==> src/hdl/tcw_pkg.sv <==
package tcw_pkg;

  typedef enum logic [1:0] {
    OP_WRITE = 2'd0,
    OP_READ  = 2'd1,
    OP_CLEAR = 2'd2,
    OP_SET   = 2'd3
  } op_e;

  localparam logic [7:0] ATTR_RESET = 8'h07;

  localparam logic [7:0] CH_BS    = 8'h08;
  localparam logic [7:0] CH_TAB   = 8'h09;
  localparam logic [7:0] CH_LF    = 8'h0A;
  localparam logic [7:0] CH_CR    = 8'h0D;
  localparam logic [7:0] CH_SPACE = 8'h20;
  localparam logic [7:0] CH_LAST  = 8'h7F;

  localparam int unsigned TAB_STEP = 8;

  typedef struct packed {
    logic [6:0]  cursor_column;
    logic [4:0]  cursor_row;
    logic [10:0] cursor_offset;
    logic [7:0]  cell_char;
    logic [7:0]  cell_attr;
  } res_t;

  typedef struct packed {
    logic idle;
    logic res_valid;
  } eng_stat_t;

endpackage

==> src/hdl/tcw_engine.sv <==
module tcw_engine #(
  parameter int unsigned COLUMNS = 80,
  parameter int unsigned ROWS    = 25
) (
  input  logic                                clk_i,
  input  logic                                rst_ni,
  input  logic                                start_i,
  input  logic [1:0]                          op_i,
  input  logic [7:0]                          symbol_i,
  input  logic [6:0]                          column_i,
  input  logic [4:0]                          row_i,
  input  logic [7:0]                          attr_i,
  output tcw_pkg::eng_stat_t                  stat_o,
  output tcw_pkg::res_t                       res_o,
  input  logic                                res_ready_i,
  output logic                                ram_we_o,
  output logic [$clog2(COLUMNS*ROWS)-1:0]     ram_waddr_o,
  output logic [15:0]                         ram_wdata_o,
  output logic                                ram_re_o,
  output logic [$clog2(COLUMNS*ROWS)-1:0]     ram_raddr_o,
  input  logic [15:0]                         ram_rdata_i
);

  localparam int unsigned CELLS       = COLUMNS * ROWS;
  localparam int unsigned CW          = $clog2(COLUMNS);
  localparam int unsigned RW          = $clog2(ROWS);
  localparam int unsigned AW          = $clog2(CELLS);
  localparam int unsigned SCROLL_LAST = CELLS - COLUMNS - 1;
  localparam int unsigned FILL_FIRST  = CELLS - COLUMNS;

  typedef enum logic [2:0] {
    ST_IDLE,
    ST_EXEC,
    ST_READ,
    ST_SCROLL,
    ST_FILL,
    ST_CLEAR,
    ST_FIN
  } state_e;

  state_e          state_q, state_d;
  tcw_pkg::op_e    op_q, op_d;
  logic [7:0]      sym_q, sym_d;
  logic [6:0]      col_in_q, col_in_d;
  logic [4:0]      row_in_q, row_in_d;
  logic [CW-1:0]   col_q, col_d;
  logic [RW-1:0]   row_q, row_d;
  logic [AW-1:0]   idx_q, idx_d;
  logic [7:0]      cell_char_q, cell_char_d;
  logic [7:0]      cell_attr_q, cell_attr_d;

  logic [CW:0]     col_w;
  logic [RW:0]     row_w;
  logic [CW-1:0]   clamp_col;
  logic [RW-1:0]   clamp_row;
  logic [AW-1:0]   cur_pos;
  logic [AW-1:0]   rd_pos;
  logic [15:0]     blank;

  assign clamp_col = (32'(col_in_q) >= COLUMNS) ? CW'(COLUMNS - 1) : CW'(col_in_q);
  assign clamp_row = (32'(row_in_q) >= ROWS) ? RW'(ROWS - 1) : RW'(row_in_q);
  assign cur_pos   = AW'(32'(row_q) * COLUMNS + 32'(col_q));
  assign rd_pos    = AW'(32'(clamp_row) * COLUMNS + 32'(clamp_col));
  assign blank     = {attr_i, tcw_pkg::CH_SPACE};

  always_comb begin
    state_d     = state_q;
    op_d        = op_q;
    sym_d       = sym_q;
    col_in_d    = col_in_q;
    row_in_d    = row_in_q;
    col_d       = col_q;
    row_d       = row_q;
    idx_d       = idx_q;
    cell_char_d = cell_char_q;
    cell_attr_d = cell_attr_q;
    col_w       = {1'b0, col_q};
    row_w       = {1'b0, row_q};
    ram_we_o    = 1'b0;
    ram_waddr_o = '0;
    ram_wdata_o = '0;
    ram_re_o    = 1'b0;
    ram_raddr_o = '0;

    unique case (state_q)
      ST_IDLE: begin
        if (start_i) begin
          op_d     = tcw_pkg::op_e'(op_i);
          sym_d    = symbol_i;
          col_in_d = column_i;
          row_in_d = row_i;
          state_d  = ST_EXEC;
        end
      end

      ST_EXEC: begin
        cell_char_d = '0;
        cell_attr_d = '0;
        unique case (op_q)
          tcw_pkg::OP_WRITE: begin
            if (sym_q == tcw_pkg::CH_BS) begin
              if (col_q != '0) begin
                col_w = col_w - 1'b1;
              end else if (row_q != '0) begin
                col_w = (CW+1)'(COLUMNS - 1);
                row_w = row_w - 1'b1;
              end
            end else if (sym_q == tcw_pkg::CH_TAB) begin
              col_w = (col_w + (CW+1)'(tcw_pkg::TAB_STEP)) &
                      ~((CW+1)'(tcw_pkg::TAB_STEP - 1));
            end else if (sym_q == tcw_pkg::CH_CR) begin
              col_w = '0;
            end else if (sym_q == tcw_pkg::CH_LF) begin
              col_w = '0;
              row_w = row_w + 1'b1;
            end else if (sym_q >= tcw_pkg::CH_SPACE && sym_q <= tcw_pkg::CH_LAST) begin
              ram_we_o    = 1'b1;
              ram_waddr_o = cur_pos;
              ram_wdata_o = {attr_i, sym_q};
              col_w       = col_w + 1'b1;
            end
            // wrap to the next line
            if (col_w >= (CW+1)'(COLUMNS)) begin
              col_w = '0;
              row_w = row_w + 1'b1;
            end
            // past the bottom: scroll, priming the first read of row one
            if (row_w >= (RW+1)'(ROWS)) begin
              row_w       = (RW+1)'(ROWS - 1);
              ram_re_o    = 1'b1;
              ram_raddr_o = AW'(COLUMNS);
              idx_d       = '0;
              state_d     = ST_SCROLL;
            end else begin
              state_d = ST_FIN;
            end
            col_d = col_w[CW-1:0];
            row_d = row_w[RW-1:0];
          end
          tcw_pkg::OP_READ: begin
            ram_re_o    = 1'b1;
            ram_raddr_o = rd_pos;
            state_d     = ST_READ;
          end
          tcw_pkg::OP_CLEAR: begin
            idx_d   = '0;
            state_d = ST_CLEAR;
          end
          tcw_pkg::OP_SET: begin
            col_d   = clamp_col;
            row_d   = clamp_row;
            state_d = ST_FIN;
          end
          default: begin
            state_d = ST_FIN;
          end
        endcase
      end

      ST_READ: begin
        cell_char_d = ram_rdata_i[7:0];
        cell_attr_d = ram_rdata_i[15:8];
        state_d     = ST_FIN;
      end

      ST_SCROLL: begin
        // write the cell one line below back here, read the next one ahead
        ram_we_o    = 1'b1;
        ram_waddr_o = idx_q;
        ram_wdata_o = ram_rdata_i;
        if (idx_q == AW'(SCROLL_LAST)) begin
          idx_d   = AW'(FILL_FIRST);
          state_d = ST_FILL;
        end else begin
          ram_re_o    = 1'b1;
          ram_raddr_o = AW'(32'(idx_q) + COLUMNS + 1);
          idx_d       = idx_q + 1'b1;
        end
      end

      ST_FILL, ST_CLEAR: begin
        ram_we_o    = 1'b1;
        ram_waddr_o = idx_q;
        ram_wdata_o = blank;
        if (idx_q == AW'(CELLS - 1)) begin
          state_d = ST_FIN;
        end else begin
          idx_d = idx_q + 1'b1;
        end
      end

      ST_FIN: begin
        if (res_ready_i) begin
          state_d = ST_IDLE;
        end
      end

      default: begin
        state_d = ST_IDLE;
      end
    endcase
  end

  always_ff @(posedge clk_i or negedge rst_ni) begin
    if (!rst_ni) begin
      state_q     <= ST_IDLE;
      col_q       <= '0;
      row_q       <= '0;
      op_q        <= tcw_pkg::OP_WRITE;
      sym_q       <= '0;
      col_in_q    <= '0;
      row_in_q    <= '0;
      idx_q       <= '0;
      cell_char_q <= '0;
      cell_attr_q <= '0;
    end else begin
      state_q     <= state_d;
      col_q       <= col_d;
      row_q       <= row_d;
      op_q        <= op_d;
      sym_q       <= sym_d;
      col_in_q    <= col_in_d;
      row_in_q    <= row_in_d;
      idx_q       <= idx_d;
      cell_char_q <= cell_char_d;
      cell_attr_q <= cell_attr_d;
    end
  end

  assign stat_o.idle      = (state_q == ST_IDLE);
  assign stat_o.res_valid = (state_q == ST_FIN);

  assign res_o.cursor_column = 7'(32'(col_q));
  assign res_o.cursor_row    = 5'(32'(row_q));
  assign res_o.cursor_offset = 11'(32'(row_q) * COLUMNS + 32'(col_q));
  assign res_o.cell_char     = cell_char_q;
  assign res_o.cell_attr     = cell_attr_q;

endmodule

==> config.mk <==
export PLATFORM = sky130hd
export DESIGN_NAME = tcw_engine
export DESIGN_NICKNAME = d
export VERILOG_FILES = /design/src/hdl/tcw_pkg.sv /design/src/hdl/tcw_engine.sv
export SDC_FILE = /design/constraint.sdc
export NUM_CORES = 1
export LEC_CHECK = 0
export BUFFER_PORTS_ARGS = -buffer_cell sky130_fd_sc_hd__clkbuf_2
export CAP_MARGIN = 20
export CORE_MARGIN = 2
export CORE_UTILIZATION = 32
export CTS_CLUSTER_DIAMETER = 200
export DETAILED_ROUTE_END_ITERATION = 7
export HOLD_SLACK_MARGIN = 0.15
export PLACE_DENSITY = 0.49
export SLEW_MARGIN = 40
export SYNTH_ARGS = -nofsm -noshare
export SYNTH_HDL_FRONTEND = slang
export SYNTH_SLANG_ARGS = --single-unit
export TNS_END_PERCENT = 5
==> constraint.sdc <==
create_clock -name clk_i -period 5.45 [get_ports clk_i]
set_input_delay 1.09 -clock clk_i [delete_from_list [all_inputs] [get_ports clk_i]]
set_output_delay 1.09 -clock clk_i [all_outputs]
set_load 0.1 [all_outputs]
After elaboration in Yosys (flattened, before gate mapping) --
Cells that the tools add are included.
Storage, ports and cells: input bits 50, word-level logic and storage cells 134, output and inout port bits 81, register bits after elaboration 64
Operators by class: mux-type cells 69, $lt $le $gt $ge 6, $add $sub $neg 11, equality and inequality tests 22, multipliers 2, reduce and logical (&&, ||, !) cells 14
Operator list (count):
- two-way mux 11 bit | 10
- two-way mux 16 bit | 6
- one-hot mux 11 bit (2 select lines) | 4
- two-way mux 6 bit | 11
- two-way mux 8 bit | 8
- one-hot mux 16 bit (3 select lines) | 1
- one-hot mux 11 bit (3 select lines) | 1
- equality test 8 x 4 -> 1 bit (second input constant) | 4
- one-hot mux 8 bit (2 select lines) | 2
- two-way mux 7 bit | 4
- adder 11 x 1 -> 11 bit (second input constant) | 2
- adder 11 x 7 -> 11 bit | 2
- equality test 11 bit (second input constant) | 2
- one-hot mux 3 bit (6 select lines) | 1
- two-way mux 3 bit | 5
- multiplier 5 x 3 -> 7 bit (second input constant) | 2
- one-hot mux 7 bit (2 select lines) | 1
- one-hot mux 3 bit (4 select lines) | 1
- adder 11 x 7 -> 11 bit (second input constant) | 1
- two-way mux 5 bit | 2
- one-hot mux 5 bit (2 select lines) | 1
- equality test 3 bit (second input constant) | 3
- adder 7 x 1 -> 8 bit (second input constant) | 1
- adder 7 x 4 -> 8 bit (second input constant) | 1
- 30 further kinds | 48

Depth between registers and ports, before layout --
word-level depth 17, gate-level depth with buffers 16, depth with buffers taken out 14

Worst setup path before layout --
No wires, ideal clock.
path kind register to output, start reg row_q[1], end out ram_waddr_o[10], buffers on the path 0, stages on the path, launching flop included 9, data arrival time 5.033 ns, slack -0.673 ns, data required time 4.360 ns, cells stage by stage dfrtp_1 > ha_1 > ha_1 > inv_1 > fa_1 > nor3_1 > xnor2_1 > xnor2_1 > a22o_1
RTL lines:
- start, declared | RTL line tcw_engine.sv:47 | logic [RW-1:0] row_q, row_d;
- start signal, assigned | RTL line tcw_engine.sv:219 | row_q <= row_d;
- end, declared | RTL line tcw_engine.sv:17 | output logic [$clog2(COLUMNS*ROWS)-1:0] ram_waddr_o,

Worst setup path in the final report --
start reg col_q[2], end out ram_re_o
Between the ends: word-level cells in the longest chain between the ends 16, elaborated cells between the ends (all ways) 26, classes of those cells 4 x add/sub; 2 x order compare; 19 x mux; 1 x reduce/logical
RTL lines:
- start, declared | RTL line tcw_engine.sv:46 | logic [CW-1:0] col_q, col_d;
- start signal, assigned | RTL line tcw_engine.sv:218 | col_q <= col_d;
- adder 7 x 1 -> 8 bit | RTL line tcw_engine.sv:120 | col_w = col_w + 1'b1;
- two-way mux 8 bit | RTL line tcw_engine.sv:116 | end else if (sym_q >= tcw_pkg::CH_SPACE && sym_q <= tcw_pkg::CH_LAST) begin
- two-way mux 8 bit | RTL line tcw_engine.sv:113 | end else if (sym_q == tcw_pkg::CH_LF) begin
- two-way mux 8 bit | RTL line tcw_engine.sv:111 | end else if (sym_q == tcw_pkg::CH_CR) begin
- two-way mux 8 bit | RTL line tcw_engine.sv:108 | end else if (sym_q == tcw_pkg::CH_TAB) begin
- two-way mux 8 bit | RTL line tcw_engine.sv:101 | if (sym_q == tcw_pkg::CH_BS) begin
- two-way mux 8 bit | RTL line tcw_engine.sv:99 | unique case (op_q)
- two-way mux 8 bit | RTL line tcw_engine.sv:85 | unique case (state_q)
- >= comparator 8 x 7 -> 1 bit | RTL line tcw_engine.sv:123 | if (col_w >= (CW+1)'(COLUMNS)) begin
- two-way mux 6 bit (*) | RTL line tcw_engine.sv:123
- two-way mux 6 bit (*) | RTL line tcw_engine.sv:99
- two-way mux 6 bit (*) | RTL line tcw_engine.sv:85
- >= comparator 6 x 5 -> 1 bit (*) | RTL line tcw_engine.sv:128 | if (row_w >= (RW+1)'(ROWS)) begin
- two-way mux 1 bit (*) | RTL line tcw_engine.sv:128
- one-hot mux 1 bit (2 select lines) (*) | RTL line tcw_engine.sv:99
- one-hot mux 1 bit (2 select lines) (*) | RTL line tcw_engine.sv:85
- end, declared | RTL line tcw_engine.sv:19 | output logic ram_re_o,
Mark *: on every way between the ends. The rest lies on a longest branch, timed or not. The select of a mux whose other input is x is not followed.

==> results.cfg <==
[placement]
hpwl_um = 14500
io_buffers = 130
gp_congestion = 0.893

[global_route]
grt_overflow = 0
grt_use_total_pct = 20.8
first_global_vias = 5342
grt_max_degree = 64
antenna_found_initial = 0
grt_pass1_wl_um = 29600

[hold_path]
min_from = cell_attr_q[4]$_DFFE_PN0P_
worst_hold_path_type = register to register

[cts]
cts-root-buf = clkbuf_16
path_clk_slew_ns = 0.06
cts.sinks = 64
clk_latency_ns = 0.35
clockBufferDepth = 2
post-cts-setup-buffers = 0
cts_buffers = 9
cts_tree = yes
ctsResizeCount = 0
ctsHoldBuffers = 0
htree_num_levels = 3

[outcome]
status = complete, no violations

[routing]
firstDrtPassIters = 5
final_antenna_net_count = 0
via_count = 5400
postRouteWirelength_um = 18900
wl_per_cell_um = 19.2
via_per_inst = 5.47
drtIter0Drc = 320
drc_errors = 0

[synthesis]
synth-simple-area-share_pct = 21.1
synthMuxAreaShare_pct = 5.02
ys.flop_type = dfrtp_1
syn_inst = 657
syn-num-nets = 743
ys_seq_area_share_pct = 29.1
synthArstFlopShare_pct = 100
synth_edf_count = 0
synth_cell_types = 76
yosys.area_share.adder_pct = 8.72
synth_top_family_by_area = compound AO/OA/AOI/OAI gates
synth_area_um2 = 5510
synth_compound_area_share_pct = 23.9
synthXorXnorAreaFrac_pct = 5.56
ys_warn_count = 0
synth_area_per_cell_um2 = 8.39
ys_ff_latch = 64

[critical_path]
cp_max_fo = 13
worstSetupPathType = register to output port
end_kind = output port
required_ns = 4.36
critPathLaunch = col_q[2]$_DFFE_PN0P_
arrival_ns = 4.10
worstReg2RegStart = col_q[2]$_DFFE_PN0P_
start_kind = register

[timing]
fmax_mhz = 193
skew_ns = 0.00978
hold_viol = 0
tightest_slew_ns = 0.713
tns_ns = 0
finalMaxSlewViolations = 0
relSlewSlack_pct = 52.2
setup_violations = 0
period_share_pct = 95.3
fin_crit_ns = 5.19

[floorplanning]
die_x_um = 135
pin_count = 131
start_util_pct = 33.0
die_y_um = 135
rows = 47
core_um2 = 16700
die-area_um2 = 18300

[cells_and_area]
layout_common_cells = 126 x clkbuf_2, 64 x dfrtp_1, 60 x nand2_1, 48 x o21ai_0, 47 x nor2_1
nets = 849
antenna_cells = 0
drive_above_1_share_pct = 27.3
layout_commonest_cell = clkbuf_2
area.growth.synth_to_final_pct = 21.3

[run]
maxCapViolations = 0
## kinds of logic (layout without fill, tap and decap cells)
group / after synthesis / after routing
buffers and inverters: 82 / 193
muxes: 24 / 24
AOI/OAI and AO/OA: 195 / 195
and+or+nand+nor: 221 / 221
xor gates and xnor gates: 35 / 35
adders and majority gates: 36 / 36
DFF: 64 / 64
## layer usage
metal,up-vias,track usage [%],wire length [um]
li1,2573,-,-
met1,2657,28.5,8820
met2,145,33.3,9010
met3,25,3.14,736
met4,0,7.52,366
met5,-,0,0
## critical path, stage by stage (launching register included)
cell	delay (ns)
dfrtp_1	0.57
nor4b_4	0.54
and2_1	0.31
a31o_2	0.18
a21oi_1	0.06
a21oi_1	0.31
ha_1	0.27
and3_1	0.18
o211ai_1	0.10
xnor2_1	0.34
a21oi_1	0.18
nand2b_1	0.26
nand3_1	0.12
clkbuf_4	0.35
## synthesized netlist by cell type (3+ instances only)
library cell | count | area, um^2
a31oi_1 | 12 | 75.1
a21oi_1 | 44 | 220
a31o_2 | 3 | 26.3
nand3_1 | 13 | 65.1
o21ai_0 | 48 | 240
nand2_1 | 60 | 225
o31ai_1 | 3 | 22.5
nor3b_1 | 3 | 22.5
fa_1 | 4 | 80.1
nand4_1 | 8 | 50.1
o311ai_0 | 3 | 26.3
or2_2 | 5 | 31.3
a311oi_1 | 3 | 26.3
a21o_1 | 7 | 52.6
buf_4 | 6 | 45.0
a22o_1 | 21 | 184
nor2_1 | 48 | 180
nor4_1 | 3 | 18.8
inv_1 | 31 | 116
and2_1 | 10 | 62.6
clkbuf_1 | 33 | 124
buf_2 | 8 | 40.0
dfrtp_1 | 64 | 1600
xnor2_1 | 21 | 184
nand2b_1 | 12 | 75.1
o221ai_1 | 6 | 52.6
ha_1 | 32 | 400
buf_6 | 3 | 33.8
nor3_1 | 11 | 55.1
mux2_2 | 18 | 203
nor2b_1 | 24 | 150
o22ai_1 | 13 | 81.3
xor2_1 | 14 | 123
o211ai_1 | 3 | 22.5
and3_1 | 7 | 43.8
o21a_1 | 3 | 22.5
mux2i_1 | 3 | 30.0
## flip-flops by register name, summed over array words and instances (netlist names)
name and cells:
op_q 2, row_in_q 5, col_in_q 7, col_q 7, row_q 5, sym_q 8
state_q 3, cell_attr_q 8, cell_char_q 8, idx_q 11
## metrics by stage
step	worst slack [ns]	instance area (um^2)	hold WS, ns	util [%]	instances
floorplan	-0.538	5520	0.494	-	657
global placement	0.633	6320	0.482	37.9	972
detailed placement	0.546	6330	0.494	37.9	972
CTS	0.143	6680	0.509	40.0	988
global route	-0.00120	6680	0.515	40.0	988
finish	0.258	6680	0.504	40.0	988
## path summary, 6_finish.rpt
kind                                              end  slack [ns]  cells after the start
setup / recovery                             ram_re_o        0.26                     13
hold / removal             cell_attr_q[4]$_DFFE_PN0P_        0.50                      2
setup reg to reg                 idx_q[3]$_DFFE_PN0P_        1.48                     12
hold reg to reg            cell_attr_q[4]$_DFFE_PN0P_        0.50                      2
max in group asynchronous     col_in_q[6]$_DFFE_PN0P_        4.13                      2
min in group asynchronous  cell_attr_q[1]$_DFFE_PN0P_        0.52                      1
## final cells by class
cell class                 instances  area [um^2]
clock buffer                       9          225
multi-input combinational        511         3560
inverter                          31          116
fill                            1779        10000
timing repair buffer             146          782
sequential                        64         1600
clock inverter                     7          119
tap                              220          275
Power is left out: the tool's default activity adds up to more than one toggle a clock period on the data nets, which glitch-free logic cannot reach.
